--- config.mk ---
export PLATFORM = sky130hd
export DESIGN_NAME = sha256_byte_stream_hasher_top_flat
export DESIGN_NICKNAME = d
export VERILOG_FILES = /design/src/rtl/sha_pkg.sv /design/src/rtl/sha_stream_if.sv /design/src/rtl/sha_ram.sv /design/src/rtl/sha256_byte_stream_hasher_top.sv /design/src/flat_wrapper.sv
export SDC_FILE = /design/constraint.sdc
export NUM_CORES = 2
export LEC_CHECK = 0
export BUFFER_PORTS_ARGS = -buffer_cell sky130_fd_sc_hd__buf_2
export CAP_MARGIN = 20
export CORE_MARGIN = 2
export CORE_UTILIZATION = 25
export DETAILED_ROUTE_END_ITERATION = 7
export SYNTH_ARGS = -nofsm -noshare
export SYNTH_HDL_FRONTEND = slang
export SYNTH_SLANG_ARGS = --single-unit
--- constraint.sdc ---
create_clock -name clk -period 9.2 [get_ports clk]
set_clock_uncertainty 0.05 [all_clocks]
set_input_delay 0.92 -clock clk [delete_from_list [all_inputs] [get_ports clk]]
set_output_delay 0.92 -clock clk [all_outputs]
set_load 0.01 [all_outputs]
--- src/rtl/sha_pkg.sv ---
package sha_pkg;

    localparam int WORD_W      = 32;
    localparam int BLOCK_WORDS = 16;
    localparam int CHAIN_WORDS = 8;
    localparam int ROUNDS      = 64;

    localparam logic [7:0] PAD_MARK   = 8'h80;
    localparam logic [5:0] LEN_OFFSET = 6'd56;
    localparam logic [5:0] LAST_ROUND = 6'd63;
    localparam logic [5:0] LAST_BYTE  = 6'd63;
    localparam logic [2:0] LAST_INDEX = 3'd7;

    typedef struct packed {
        logic [7:0] data_byte;
        logic       byte_valid;
        logic       end_of_message;
    } in_beat_t;

    typedef struct packed {
        logic [31:0] digest_word;
        logic [2:0]  word_index;
        logic        last_word;
    } out_beat_t;

    localparam logic [31:0] INIT_H [CHAIN_WORDS] = '{
        32'h6a09e667, 32'hbb67ae85, 32'h3c6ef372, 32'ha54ff53a,
        32'h510e527f, 32'h9b05688c, 32'h1f83d9ab, 32'h5be0cd19
    };

    localparam logic [31:0] ROUND_K [ROUNDS] = '{
        32'h428a2f98, 32'h71374491, 32'hb5c0fbcf, 32'he9b5dba5,
        32'h3956c25b, 32'h59f111f1, 32'h923f82a4, 32'hab1c5ed5,
        32'hd807aa98, 32'h12835b01, 32'h243185be, 32'h550c7dc3,
        32'h72be5d74, 32'h80deb1fe, 32'h9bdc06a7, 32'hc19bf174,
        32'he49b69c1, 32'hefbe4786, 32'h0fc19dc6, 32'h240ca1cc,
        32'h2de92c6f, 32'h4a7484aa, 32'h5cb0a9dc, 32'h76f988da,
        32'h983e5152, 32'ha831c66d, 32'hb00327c8, 32'hbf597fc7,
        32'hc6e00bf3, 32'hd5a79147, 32'h06ca6351, 32'h14292967,
        32'h27b70a85, 32'h2e1b2138, 32'h4d2c6dfc, 32'h53380d13,
        32'h650a7354, 32'h766a0abb, 32'h81c2c92e, 32'h92722c85,
        32'ha2bfe8a1, 32'ha81a664b, 32'hc24b8b70, 32'hc76c51a3,
        32'hd192e819, 32'hd6990624, 32'hf40e3585, 32'h106aa070,
        32'h19a4c116, 32'h1e376c08, 32'h2748774c, 32'h34b0bcb5,
        32'h391c0cb3, 32'h4ed8aa4a, 32'h5b9cca4f, 32'h682e6ff3,
        32'h748f82ee, 32'h78a5636f, 32'h84c87814, 32'h8cc70208,
        32'h90befffa, 32'ha4506ceb, 32'hbef9a3f7, 32'hc67178f2
    };

    function automatic logic [31:0] rotr(input logic [31:0] x, input int n);
        rotr = (x >> n) | (x << (32 - n));
    endfunction

    function automatic logic [31:0] big_sigma0(input logic [31:0] x);
        big_sigma0 = rotr(x, 2) ^ rotr(x, 13) ^ rotr(x, 22);
    endfunction

    function automatic logic [31:0] big_sigma1(input logic [31:0] x);
        big_sigma1 = rotr(x, 6) ^ rotr(x, 11) ^ rotr(x, 25);
    endfunction

    function automatic logic [31:0] small_sigma0(input logic [31:0] x);
        small_sigma0 = rotr(x, 7) ^ rotr(x, 18) ^ (x >> 3);
    endfunction

    function automatic logic [31:0] small_sigma1(input logic [31:0] x);
        small_sigma1 = rotr(x, 17) ^ rotr(x, 19) ^ (x >> 10);
    endfunction

    function automatic logic [31:0] choose(input logic [31:0] e, input logic [31:0] f,
                                           input logic [31:0] g);
        choose = (e & f) ^ (~e & g);
    endfunction

    function automatic logic [31:0] major(input logic [31:0] a, input logic [31:0] b,
                                          input logic [31:0] c);
        major = (a & b) ^ (a & c) ^ (b & c);
    endfunction

endpackage

--- src/rtl/sha_stream_if.sv ---
interface sha_stream_if #(
    parameter type payload_t = logic
) ();
    logic     valid;
    logic     ready;
    payload_t payload;

    modport source (output valid, output payload, input ready);
    modport sink (input valid, input payload, output ready);
endinterface

--- src/rtl/sha_ram.sv ---
module sha_ram #(
    parameter int WIDTH = 32,
    parameter int DEPTH = 16
) (
    input  logic                     clk,
    input  logic                     we,
    input  logic [$clog2(DEPTH)-1:0] waddr,
    input  logic [WIDTH-1:0]         wdata,
    input  logic [$clog2(DEPTH)-1:0] raddr_a,
    output logic [WIDTH-1:0]         rdata_a,
    input  logic [$clog2(DEPTH)-1:0] raddr_b,
    output logic [WIDTH-1:0]         rdata_b
);

    logic [WIDTH-1:0] mem [DEPTH];

    always_ff @(posedge clk)
    begin
        if (we)
        begin
            mem[waddr] <= wdata;
        end
        rdata_a <= mem[raddr_a];
        rdata_b <= mem[raddr_b];
    end

endmodule

--- src/rtl/sha256_byte_stream_hasher_top.sv ---
// Channel  Role    Payload                                     Beat
// msg      sink    data_byte[7:0], byte_valid, end_of_message  one message byte and/or end mark
// digest   source  digest_word[31:0], word_index[2:0], last_word  one hash word, h0 first
//
// A message beat is taken whenever the block buffer is not busy.
// Each round of a 64-byte block uses the read states S_RD0 and S_RD1, set by
// the two read ports of the schedule memory (four schedule words per round);
// S_LAST then finishes the last round and S_FIN folds into the chain.
// An end beat is followed by the pad bytes in S_PAD, the blocks, then eight beats.
// Reset loads the initial hash values and clears the counters; no clearing pass.
// The digest channel holds its beat until it is taken; msg.ready stays low meanwhile.
module sha256_byte_stream_hasher_top (
    input  logic         clk,
    input  logic         rst_n,
    sha_stream_if.sink   msg,
    sha_stream_if.source digest
);

    typedef enum logic [6:0] {
        S_IDLE = 7'b0000001,
        S_PAD  = 7'b0000010,
        S_RD0  = 7'b0000100,
        S_RD1  = 7'b0001000,
        S_LAST = 7'b0010000,
        S_FIN  = 7'b0100000,
        S_OUT  = 7'b1000000
    } state_t;

    localparam int ADDR_W = $clog2(sha_pkg::BLOCK_WORDS);

    state_t      state_reg, state_next;
    logic [5:0]  fill_reg, fill_next;
    logic [5:0]  round_reg, round_next;
    logic [63:0] bitcount_reg, bitcount_next;
    logic [2:0]  out_idx_reg, out_idx_next;
    logic        mark_sent_reg, mark_sent_next;
    logic        len_phase_reg, len_phase_next;
    logic        pad_pending_reg, pad_pending_next;
    logic [31:0] chain_reg [sha_pkg::CHAIN_WORDS];

    // Datapath registers: working variables a..h, byte assembly and round operands.
    logic [31:0]       work_reg [sha_pkg::CHAIN_WORDS];
    logic [23:0]       acc_reg;
    logic [31:0]       partial_reg;
    logic [31:0]       hk_reg;
    logic              early_reg;
    logic [ADDR_W-1:0] waddr_reg;

    logic              ram_we;
    logic [ADDR_W-1:0] ram_waddr;
    logic [31:0]       ram_wdata;
    logic [ADDR_W-1:0] ram_raddr_a;
    logic [ADDR_W-1:0] ram_raddr_b;
    logic [31:0]       ram_rdata_a;
    logic [31:0]       ram_rdata_b;

    logic        accept;
    logic        push;
    logic [7:0]  push_byte;
    logic [7:0]  pad_byte;
    logic        pad_len;
    logic [63:0] len_shift;
    logic        completing;
    logic        finishing;
    logic        out_take;
    logic [31:0] w_new;
    logic [31:0] t1;
    logic [31:0] t2;

    sha_ram #(
        .WIDTH (sha_pkg::WORD_W),
        .DEPTH (sha_pkg::BLOCK_WORDS)
    ) u_sched_ram (
        .clk     (clk),
        .we      (ram_we),
        .waddr   (ram_waddr),
        .wdata   (ram_wdata),
        .raddr_a (ram_raddr_a),
        .rdata_a (ram_rdata_a),
        .raddr_b (ram_raddr_b),
        .rdata_b (ram_rdata_b)
    );

    assign msg.ready = (state_reg == S_IDLE);
    assign accept    = msg.valid && msg.ready;

    assign digest.valid               = (state_reg == S_OUT);
    assign digest.payload.digest_word = chain_reg[out_idx_reg];
    assign digest.payload.word_index  = out_idx_reg;
    assign digest.payload.last_word   = (out_idx_reg == sha_pkg::LAST_INDEX);
    assign out_take                   = digest.valid && digest.ready;

    // Padding: the mark byte, zeros up to offset 56, then the bit count MSB first.
    // The length phase is entered once the mark is out and the fill reaches 56.
    assign len_shift = bitcount_reg >> {~fill_reg[2:0], 3'b000};
    assign pad_len   = mark_sent_reg && (len_phase_reg || (fill_reg == sha_pkg::LEN_OFFSET));

    always_comb
    begin
        if (!mark_sent_reg)
        begin
            pad_byte = sha_pkg::PAD_MARK;
        end
        else if (pad_len)
        begin
            pad_byte = len_shift[7:0];
        end
        else
        begin
            pad_byte = 8'h00;
        end
    end

    assign push      = (accept && msg.payload.byte_valid) || (state_reg == S_PAD);
    assign push_byte = (state_reg == S_PAD) ? pad_byte : msg.payload.data_byte;

    // A round finishes in the cycle after its second read; round 0 has nothing
    // to finish, so that cycle loads the working variables instead.
    assign completing = ((state_reg == S_RD0) && (round_reg != 6'd0)) || (state_reg == S_LAST);
    assign finishing  = (state_reg == S_FIN);

    assign w_new = early_reg ? partial_reg
                             : partial_reg + ram_rdata_a + sha_pkg::small_sigma1(ram_rdata_b);
    assign t1 = hk_reg + sha_pkg::big_sigma1(work_reg[4])
              + sha_pkg::choose(work_reg[4], work_reg[5], work_reg[6]) + w_new;
    assign t2 = sha_pkg::big_sigma0(work_reg[0])
              + sha_pkg::major(work_reg[0], work_reg[1], work_reg[2]);

    // Schedule memory ports. The first read cycle fetches w[t-16] and w[t-15],
    // the second w[t-7] and w[t-2]; the new word is written where w[t-16] was.
    always_comb
    begin
        ram_raddr_a = '0;
        ram_raddr_b = '0;
        case (state_reg)
            S_RD0:
            begin
                ram_raddr_a = round_reg[ADDR_W-1:0];
                ram_raddr_b = round_reg[ADDR_W-1:0] + ADDR_W'(1);
            end
            S_RD1:
            begin
                ram_raddr_a = round_reg[ADDR_W-1:0] + ADDR_W'(9);
                ram_raddr_b = round_reg[ADDR_W-1:0] + ADDR_W'(14);
            end
            default:
            begin
                ram_raddr_a = '0;
                ram_raddr_b = '0;
            end
        endcase

        if (completing)
        begin
            ram_we    = 1'b1;
            ram_waddr = waddr_reg;
            ram_wdata = w_new;
        end
        else
        begin
            ram_we    = push && (fill_reg[1:0] == 2'b11);
            ram_waddr = fill_reg[5:2];
            ram_wdata = {acc_reg, push_byte};
        end
    end

    always_comb
    begin
        state_next       = state_reg;
        fill_next        = fill_reg;
        round_next       = round_reg;
        bitcount_next    = bitcount_reg;
        out_idx_next     = out_idx_reg;
        mark_sent_next   = mark_sent_reg;
        len_phase_next   = len_phase_reg;
        pad_pending_next = pad_pending_reg;

        if (push)
        begin
            fill_next = fill_reg + 6'd1;
        end

        case (state_reg)
            S_IDLE:
            begin
                if (accept)
                begin
                    if (msg.payload.byte_valid)
                    begin
                        bitcount_next = bitcount_reg + 64'd8;
                    end
                    pad_pending_next = msg.payload.end_of_message;
                    if (msg.payload.byte_valid && (fill_reg == sha_pkg::LAST_BYTE))
                    begin
                        state_next = S_RD0;
                    end
                    else if (msg.payload.end_of_message)
                    begin
                        state_next = S_PAD;
                    end
                end
            end
            S_PAD:
            begin
                mark_sent_next = 1'b1;
                if (pad_len)
                begin
                    len_phase_next = 1'b1;
                end
                if (fill_reg == sha_pkg::LAST_BYTE)
                begin
                    state_next = S_RD0;
                end
            end
            S_RD0:
            begin
                state_next = S_RD1;
            end
            S_RD1:
            begin
                round_next = round_reg + 6'd1;
                state_next = (round_reg == sha_pkg::LAST_ROUND) ? S_LAST : S_RD0;
            end
            S_LAST:
            begin
                state_next = S_FIN;
            end
            S_FIN:
            begin
                if (len_phase_reg)
                begin
                    state_next = S_OUT;
                end
                else if (pad_pending_reg)
                begin
                    state_next = S_PAD;
                end
                else
                begin
                    state_next = S_IDLE;
                end
            end
            S_OUT:
            begin
                if (out_take)
                begin
                    out_idx_next = out_idx_reg + 3'd1;
                    if (out_idx_reg == sha_pkg::LAST_INDEX)
                    begin
                        state_next       = S_IDLE;
                        bitcount_next    = '0;
                        mark_sent_next   = 1'b0;
                        len_phase_next   = 1'b0;
                        pad_pending_next = 1'b0;
                    end
                end
            end
            default:
            begin
                state_next = S_IDLE;
            end
        endcase
    end

    always_ff @(posedge clk or negedge rst_n)
    begin
        if (!rst_n)
        begin
            state_reg       <= S_IDLE;
            fill_reg        <= '0;
            round_reg       <= '0;
            bitcount_reg    <= '0;
            out_idx_reg     <= '0;
            mark_sent_reg   <= 1'b0;
            len_phase_reg   <= 1'b0;
            pad_pending_reg <= 1'b0;
        end
        else
        begin
            state_reg       <= state_next;
            fill_reg        <= fill_next;
            round_reg       <= round_next;
            bitcount_reg    <= bitcount_next;
            out_idx_reg     <= out_idx_next;
            mark_sent_reg   <= mark_sent_next;
            len_phase_reg   <= len_phase_next;
            pad_pending_reg <= pad_pending_next;
        end
    end

    // Chaining words: folded after each block, back to the initial values once
    // the last digest beat is taken.
    always_ff @(posedge clk or negedge rst_n)
    begin
        if (!rst_n)
        begin
            for (int i = 0; i < sha_pkg::CHAIN_WORDS; i++)
            begin
                chain_reg[i] <= sha_pkg::INIT_H[i];
            end
        end
        else if (finishing)
        begin
            for (int i = 0; i < sha_pkg::CHAIN_WORDS; i++)
            begin
                chain_reg[i] <= chain_reg[i] + work_reg[i];
            end
        end
        else if (out_take && (out_idx_reg == sha_pkg::LAST_INDEX))
        begin
            for (int i = 0; i < sha_pkg::CHAIN_WORDS; i++)
            begin
                chain_reg[i] <= sha_pkg::INIT_H[i];
            end
        end
    end

    always_ff @(posedge clk)
    begin
        if (push)
        begin
            acc_reg <= {acc_reg[15:0], push_byte};
        end

        if ((state_reg == S_RD0) && (round_reg == 6'd0))
        begin
            for (int i = 0; i < sha_pkg::CHAIN_WORDS; i++)
            begin
                work_reg[i] <= chain_reg[i];
            end
        end
        else if (completing)
        begin
            work_reg[7] <= work_reg[6];
            work_reg[6] <= work_reg[5];
            work_reg[5] <= work_reg[4];
            work_reg[4] <= work_reg[3] + t1;
            work_reg[3] <= work_reg[2];
            work_reg[2] <= work_reg[1];
            work_reg[1] <= work_reg[0];
            work_reg[0] <= t1 + t2;
        end

        // Second read cycle: w[t-16] + s0(w[t-15]) (from round 16 on; before that the loaded word)
        // and h + K[t] are set aside so that the finishing cycle carries a shorter adder chain.
        if (state_reg == S_RD1)
        begin
            early_reg   <= (round_reg[5:4] == 2'b00);
            waddr_reg   <= round_reg[ADDR_W-1:0];
            hk_reg      <= work_reg[7] + sha_pkg::ROUND_K[round_reg];
            partial_reg <= (round_reg[5:4] == 2'b00)
                         ? ram_rdata_a
                         : ram_rdata_a + sha_pkg::small_sigma0(ram_rdata_b);
        end
    end

endmodule

--- src/flat_wrapper.sv ---
// flat-port wrapper written by rule: the top's interface ports become plain ports
module sha256_byte_stream_hasher_top_flat 
  (clk, rst_n, msg_valid, msg_payload, msg_ready, digest_valid, digest_payload, digest_ready);
  sha_stream_if #(.payload_t(sha_pkg::in_beat_t)) msg_i ();
  sha_stream_if #(.payload_t(sha_pkg::out_beat_t)) digest_i ();
  input  logic clk;
  input  logic rst_n;
  input wire logic [$bits(msg_i.valid)-1:0] msg_valid;
  input wire logic [$bits(msg_i.payload)-1:0] msg_payload;
  output wire logic [$bits(msg_i.ready)-1:0] msg_ready;
  output wire logic [$bits(digest_i.valid)-1:0] digest_valid;
  output wire logic [$bits(digest_i.payload)-1:0] digest_payload;
  input wire logic [$bits(digest_i.ready)-1:0] digest_ready;
  assign msg_i.valid = msg_valid;
  assign msg_i.payload = msg_payload;
  assign msg_ready = msg_i.ready;
  assign digest_valid = digest_i.valid;
  assign digest_payload = digest_i.payload;
  assign digest_i.ready = digest_ready;
  sha256_byte_stream_hasher_top u_core (.clk(clk), .rst_n(rst_n), .msg(msg_i), .digest(digest_i));
endmodule
## After elaboration in Yosys (flattened, before gate mapping)

Memory sizes are Yosys's and may differ from the RTL's. A register that Yosys moved wholly into a read port is not among the register bits.
Index checks and enable logic that the tools add are counted.
Widths: inputs -> output; s select.

- Reductions and logical operators: 24
- Bitwise logic cells: 38
- Equal/unequal tests: 19
- Shift-type cells: 1
- Magnitude comparators: 2
- Multiplexer cells: 54
- $add $sub $neg: 25

Operators by type and width:

| operator | number |
|---|---|
| $add 32x32->32 | 18 |
| $mux 256 | 2 |
| $mux 32 | 15 |
| $xor 32x32->32 | 9 |
| $mux 64 | 4 |
| $and 32x32->32 | 5 |
| $pmux 64 s2 | 1 |
| $bmux 32 s3 | 1 |
| $add 64x4->64 const B | 1 |
| $shr 64x6->8 | 1 |
| $mux 7 | 7 |
| $pmux 7 s7 | 1 |
| $not 32->32 | 1 |
| $or 10x32->32 | 1 |
| $or 13x32->32 | 1 |
| $or 14x32->32 | 1 |
| $or 15x32->32 | 1 |
| $or 19x32->32 | 1 |
| $or 21x32->32 | 1 |
| $or 25x32->32 | 1 |
| $or 26x32->32 | 1 |
| $or 30x32->32 | 1 |
| $or 7x32->32 | 1 |
| $xor 32x22->32 | 1 |
| other kinds (41) | 86 |

- Logic and storage cells: 187
- ROM bits: 2048
- Register bits after elaboration: 438
- Output and inout bits: 38
- Input bits: 14
- Memories: 3
- Memory bits (writable): 768

Memories:

| memory | words | bits a word | rd ports | clocked after memory_dff | wr ports | RTL line | RTL |
|---|---|---|---|---|---|---|---|
| (no name shown) | 64 | 32 | 1 | 0 | 0 | sha256_byte_stream_hasher_top.sv:350 | `hk_reg <= work_reg[7] + sha_pkg::ROUND_K[round_reg];` |
| u_core.u_sched_ram.mem | 16 | 32 | 2 | 2 | 1 | sha_ram.sv:15 | `logic [WIDTH-1:0] mem [DEPTH];` |
| u_core.work_reg | 8 | 32 | 8 | 0 | 8 | sha256_byte_stream_hasher_top.sv:42 | `logic [31:0] work_reg [sha_pkg::CHAIN_WORDS];` |

## Logic depth before layout (Yosys ltp)

An unclocked memory read counts as a cell.

- Depth in word-level cells: 9
- Gate-level depth with buffers: 45

## Cells and area by module

A second synthesis with hierarchy kept.

- Cells, all modules: 7800
- Area, all modules: 83485.1 um^2

By module, submodules not included:

| module | area each (um^2) | seq. area each (um^2) | cells an instance | instances |
|---|---|---|---|---|
| sha256_byte_stream_hasher_top | 59281.9 | 19209.7 | 6659 | 1 |
| sha_ram | 24203.2 | 16656.0 | 1141 | 1 |

## Worst setup path after synthesis

Ideal clock, no wire load.

- Kind: flip-flop to flip-flop
- Start point: register u_core.u_sched_ram.rdata_b[20] (read register of u_core.u_sched_ram.mem)
- End point: memory u_core.work_reg[0][26] (data pin)
- Stages on the path, launching flop included: 42
- Data required time: 8.881 ns
- Path slack: 0.478 ns
- Arrival: 8.403 ns
- Buffers on the path: 1
- Period minus slack after synthesis: 8.722 ns
- Setup time: 0.269 ns
- Cells stage by stage: dfxtp_1 > clkbuf_1 > xor2_1 > xnor2_1 > fa_1 > inv_1 > ha_1 > fa_1 > a211oi_2 > nor2_1 > o41ai_2 > nor2_1 > nor2_1 > o21bai_1 > a21oi_1 > xnor2_1 > mux2_2 > fa_1 > [... 6 more ...] > o21ai_0 > nand2b_1 > xor2_1 > inv_1 > fa_1 > inv_1 > ha_1 > a21o_1 > a21o_1 > a21o_1 > a21o_1 > a21oi_1 > o211ai_1 > a2111o_1 > a31o_2 > a21oi_1 > xor2_1 > o21ai_0

RTL lines:

| element | RTL line | RTL |
|---|---|---|
| from (decl) | sha_ram.sv:12 | `output logic [WIDTH-1:0] rdata_b` |
| to (decl) | sha256_byte_stream_hasher_top.sv:42 |  |

==> run summary <==
The logs give 9.36 ns for the arrival time reported for the critical path endpoint and 85810 um^2 for the summed instance area of the synthesized netlist. Type of the worst setup path: reg2reg. After routing the design area is 97590 um^2. The top fanout value on the critical path was 4.

The number of CTS-inserted buffers was 151; the number of global-route vias before repair was 65870. The tools report the max-capacitance violation count as 0. The number of buffers on the longest clock path was 4; the share of synthesized flip-flops with an asynchronous set or reset was 26.99%. Clock slew at the register clock pins of the worst setup and hold paths: 0.06 ns.

By area the synthesized netlist is led by sky130_fd_sc_hd__edfxtp_1 30%, sky130_fd_sc_hd__nand2_1 6.7%, sky130_fd_sc_hd__ha_1 6.6%. For this run, the slowest stage of the critical path takes 0.53 ns. Routability-driven placement finished with a final weighted congestion of 0.9503.

The fraction of final layout cells sized beyond drive strength 1 is 11.24%, and the via count is 69300. In the final routed layout, each cell accounts on average for 20.73 um. The tools report the fraction of the yosys area taken by sequential cells as 41.80%.

Final clock period utilization by the worst path: 96.68%. The total area inside the core boundary comes to 342200 um^2. Setup repair after global routing could not meet its margin everywhere. The worst setup path is launched from a flop. The clock insertion delay at the later pin of the skew report was 0.85 ns. The largest individual stage delay along the critical path comes from the cell sky130_fd_sc_hd__fa_1.

For this block, the routed nets add up to 283.3 mm of wire. The fraction of post-synthesis cell area in the top cell type by area was 30.13%; the detailed-router iteration count before antenna repair was 6. The layer flagged by global routing as most heavily used is met2. Buffers inserted to repair hold after CTS numbered 0.

The tools report the number of DRC markers after the initial detailed-route iteration as 6985. The tightest min-delay check is of the in2async type. The met3 capacity usage during global routing came out at 2.063%.

The synthesized netlist net count was 9678; the number of max-slew violations in the final report was 0. The synthesis warning total was 0; the required time at the endpoint of the critical path was 9.67 ns. Number of flops mapped to enable cells by yosys: 861. For the final hold slack, the log shows 0.009560 ns.

For the number of antenna-violating nets in the routed design, the log shows 0. The initial core utilization came out at 25.08%. Slew at the pin closest to its max-slew limit: 1.176 ns.

After synthesis the netlist holds a flip-flop and latch count of 1267. In the global route stage, met1 resource usage came out at 21.70%. Port buffering added 51 buffers. The count of different cell masters after synthesis was 92.

The buffer and inverter count on the worst path came out at 9. Entering global routing, the biggest net connects 186 pins. TritonCTS built the clock tree. The flow ran to the end, and the final reports show no timing, DRC or antenna violations. The final-report hold violation count is 0, and the maximum operating frequency is 0.1124 GHz. The area overhead of the layout relative to synthesis is 13.72%, and the average via count per standard cell is 5.070. For the final routed database, the setup TNS stands at 0 ns.

The tools report the final setup violation count as 0. The initial antenna violation count came out at 11. Counting the fill cells in the layout gives 35830. Once placement finished, the instance area stood at 92170 um^2. The die covers 347900 um^2. The top cell types in the final layout, fill and taps aside, are 1537 x sky130_fd_sc_hd__nand2_1, 861 x sky130_fd_sc_hd__edfxtp_1, 684 x sky130_fd_sc_hd__a21oi_1. The clock sink count was 1267; the detailed placement HPWL was 194.9 mm.

52 I/O pins were placed. For this run, design rule violations remaining after detail routing come to 0. The synthesized design spends more area on one cell type than any other, namely sky130_fd_sc_hd__edfxtp_1. The average instance in the mapped netlist occupies 9.460 um^2. The first-pass GRT wire length was 421.3 mm; the floorplan row count was 215. The element type at the critical path end was a flop. The clock tree synthesis step divided the H-tree into 4 levels.

For the remaining max-slew budget at the tightest pin, the log shows 21.63%. Grouping stages by cell kind, the critical path spends the most delay in adder cells. The shortest clock period the worst path allows after layout works out to 8.894 ns. CTS placed an instance of sky130_fd_sc_hd__clkbuf_16 at the clock tree root. The most frequently used flop master after synthesis is sky130_fd_sc_hd__edfxtp_1. The total grt overflow came out at 0.

The final layout contains 9599 nets. The library cell used most frequently in the layout, excluding fill and tap cells, is sky130_fd_sc_hd__nand2_1. The met2 track utilization from global routing is 24.90%. In this run the horizontal extent of the chip is 589.9 um. The number of flip-flops in the largest register works out to 512. In the synthesized netlist, the number of instances is 9071. The die is 589.9 um tall. Global routing used 15.68% of the available tracks across all layers.
-- stage by stage --
stage / util (%) / worst slack, ns / cells
global route: 28.52 / -0.1417 / 13660
global placement: 26.93 / -0.2398 / 13390
CTS: 28.38 / 0.002609 / 13660
floorplan: - / 0.4780 / 9071
detailed placement: 26.94 / -0.2342 / 13390
finish: 28.52 / 0.3056 / 13670
-- cell type report --
class                      instances  area [um^2]  share of cell area [%]
multi-input combinational       6851        47100                   48.27
sequential                      1267        35880                   36.77
tap                             4557         5702                   5.843
clock buffer                     213         4309                   4.416
timing repair buffer             323         2506                   2.568
inverter                         398         1495                   1.532
clock inverter                    53        576.8                  0.5911
antenna                            5        12.51                 0.01282
-- final timing paths --
path | slack (ns) | end | cells after the start | from
worst max register to register | 0.31 | u_core.work_reg[0][30]$_DFFE_PP_ | 41 | u_core.u_sched_ram.rdata_b[18]$_DFF_P_
max in group asynchronous | 7.24 | u_core.chain_reg[121]$_DFFE_PN0P_ | 3 | rst_n
worst min-delay path | 0.01 | u_core.chain_reg[185]$_DFFE_PN0P_ | 1 | rst_n
worst min register to register | 0.40 | u_core.acc_reg[21]$_DFFE_PN_ | 0 | u_core.acc_reg[13]$_DFFE_PN_
min in group clk | 0.40 | u_core.acc_reg[21]$_DFFE_PN_ | 0 | u_core.acc_reg[13]$_DFFE_PN_
worst max-delay path | 0.31 | u_core.work_reg[0][30]$_DFFE_PP_ | 41 | u_core.u_sched_ram.rdata_b[18]$_DFF_P_
-- synth_stat cells, drive strengths merged, types with 14 or more instances --
master and instances:
a2111oi 14, a211oi 370, a21o 204, a21oi 701, a311oi 138, a31oi 192
and2 151, and3 44, buf 44, clkbuf 511, dfrtp 205, dfstp 137
dfxtp 64, edfxtp 861, fa 137, ha 456, inv 396, maj3 17
mux2 96, mux2i 20, mux4 86, nand2 1539, nand2b 75, nand3 135
nand4 28, nor2 494, nor2b 171, nor3 135, nor4 14, o211ai 22
o21a 61, o21ai 474, o21bai 58, o31ai 46, or2 16, or3 51
xnor2 434, xor2 242
-- worst register-to-register path: cells and delay by family, from the launching register on --
kind                     cells  cell delay [ns]
adder cells (fa/ha/maj)      8             3.07
AO/OA/AOI/OAI               13             2.58
buffers and inverters        9             0.97
XOR/XNOR                     5             0.73
AND/OR/NAND/NOR              5             0.52
flip-flops                   1             0.33
multiplexers                 1             0.31
-- metal layers --
metal  share of wire, %  up-vias
met5                  0        -
met4                3.9        0
met3                6.8      511
met2                 45     2548
met1                 44    33820
li1                   -    32420
-- logic make-up (layout without fill, tap and decap cells) --
| kind of cell | Yosys count | in the layout | share of synthesized area (%) |
|---|---|---|---|
| DFF | 1267 | 1267 | 41.80 |
| AOI/OAI and AO/OA | 2464 | 2464 | 18.39 |
| adders and majority gates | 610 | 610 | 10.04 |
| other | 0 | 5 | 0 |
| xor gates and xnor gates | 676 | 676 | 6.900 |
| and+or+nand+nor | 2899 | 2899 | 14.94 |
| muxes | 202 | 202 | 3.750 |
| buffers and inverters | 953 | 987 | 4.186 |
-- repair_timing --
action | 4_1_cts | 5_1_grt
pin swaps | 2 | 51
setup buffers | 0 | 6
setup endpoints to repair | 6 | 13
resized for setup | 13 | 97
Power is left out: the tool's default activity adds up to more than one toggle a clock period on the data nets, which glitch-free logic cannot reach.
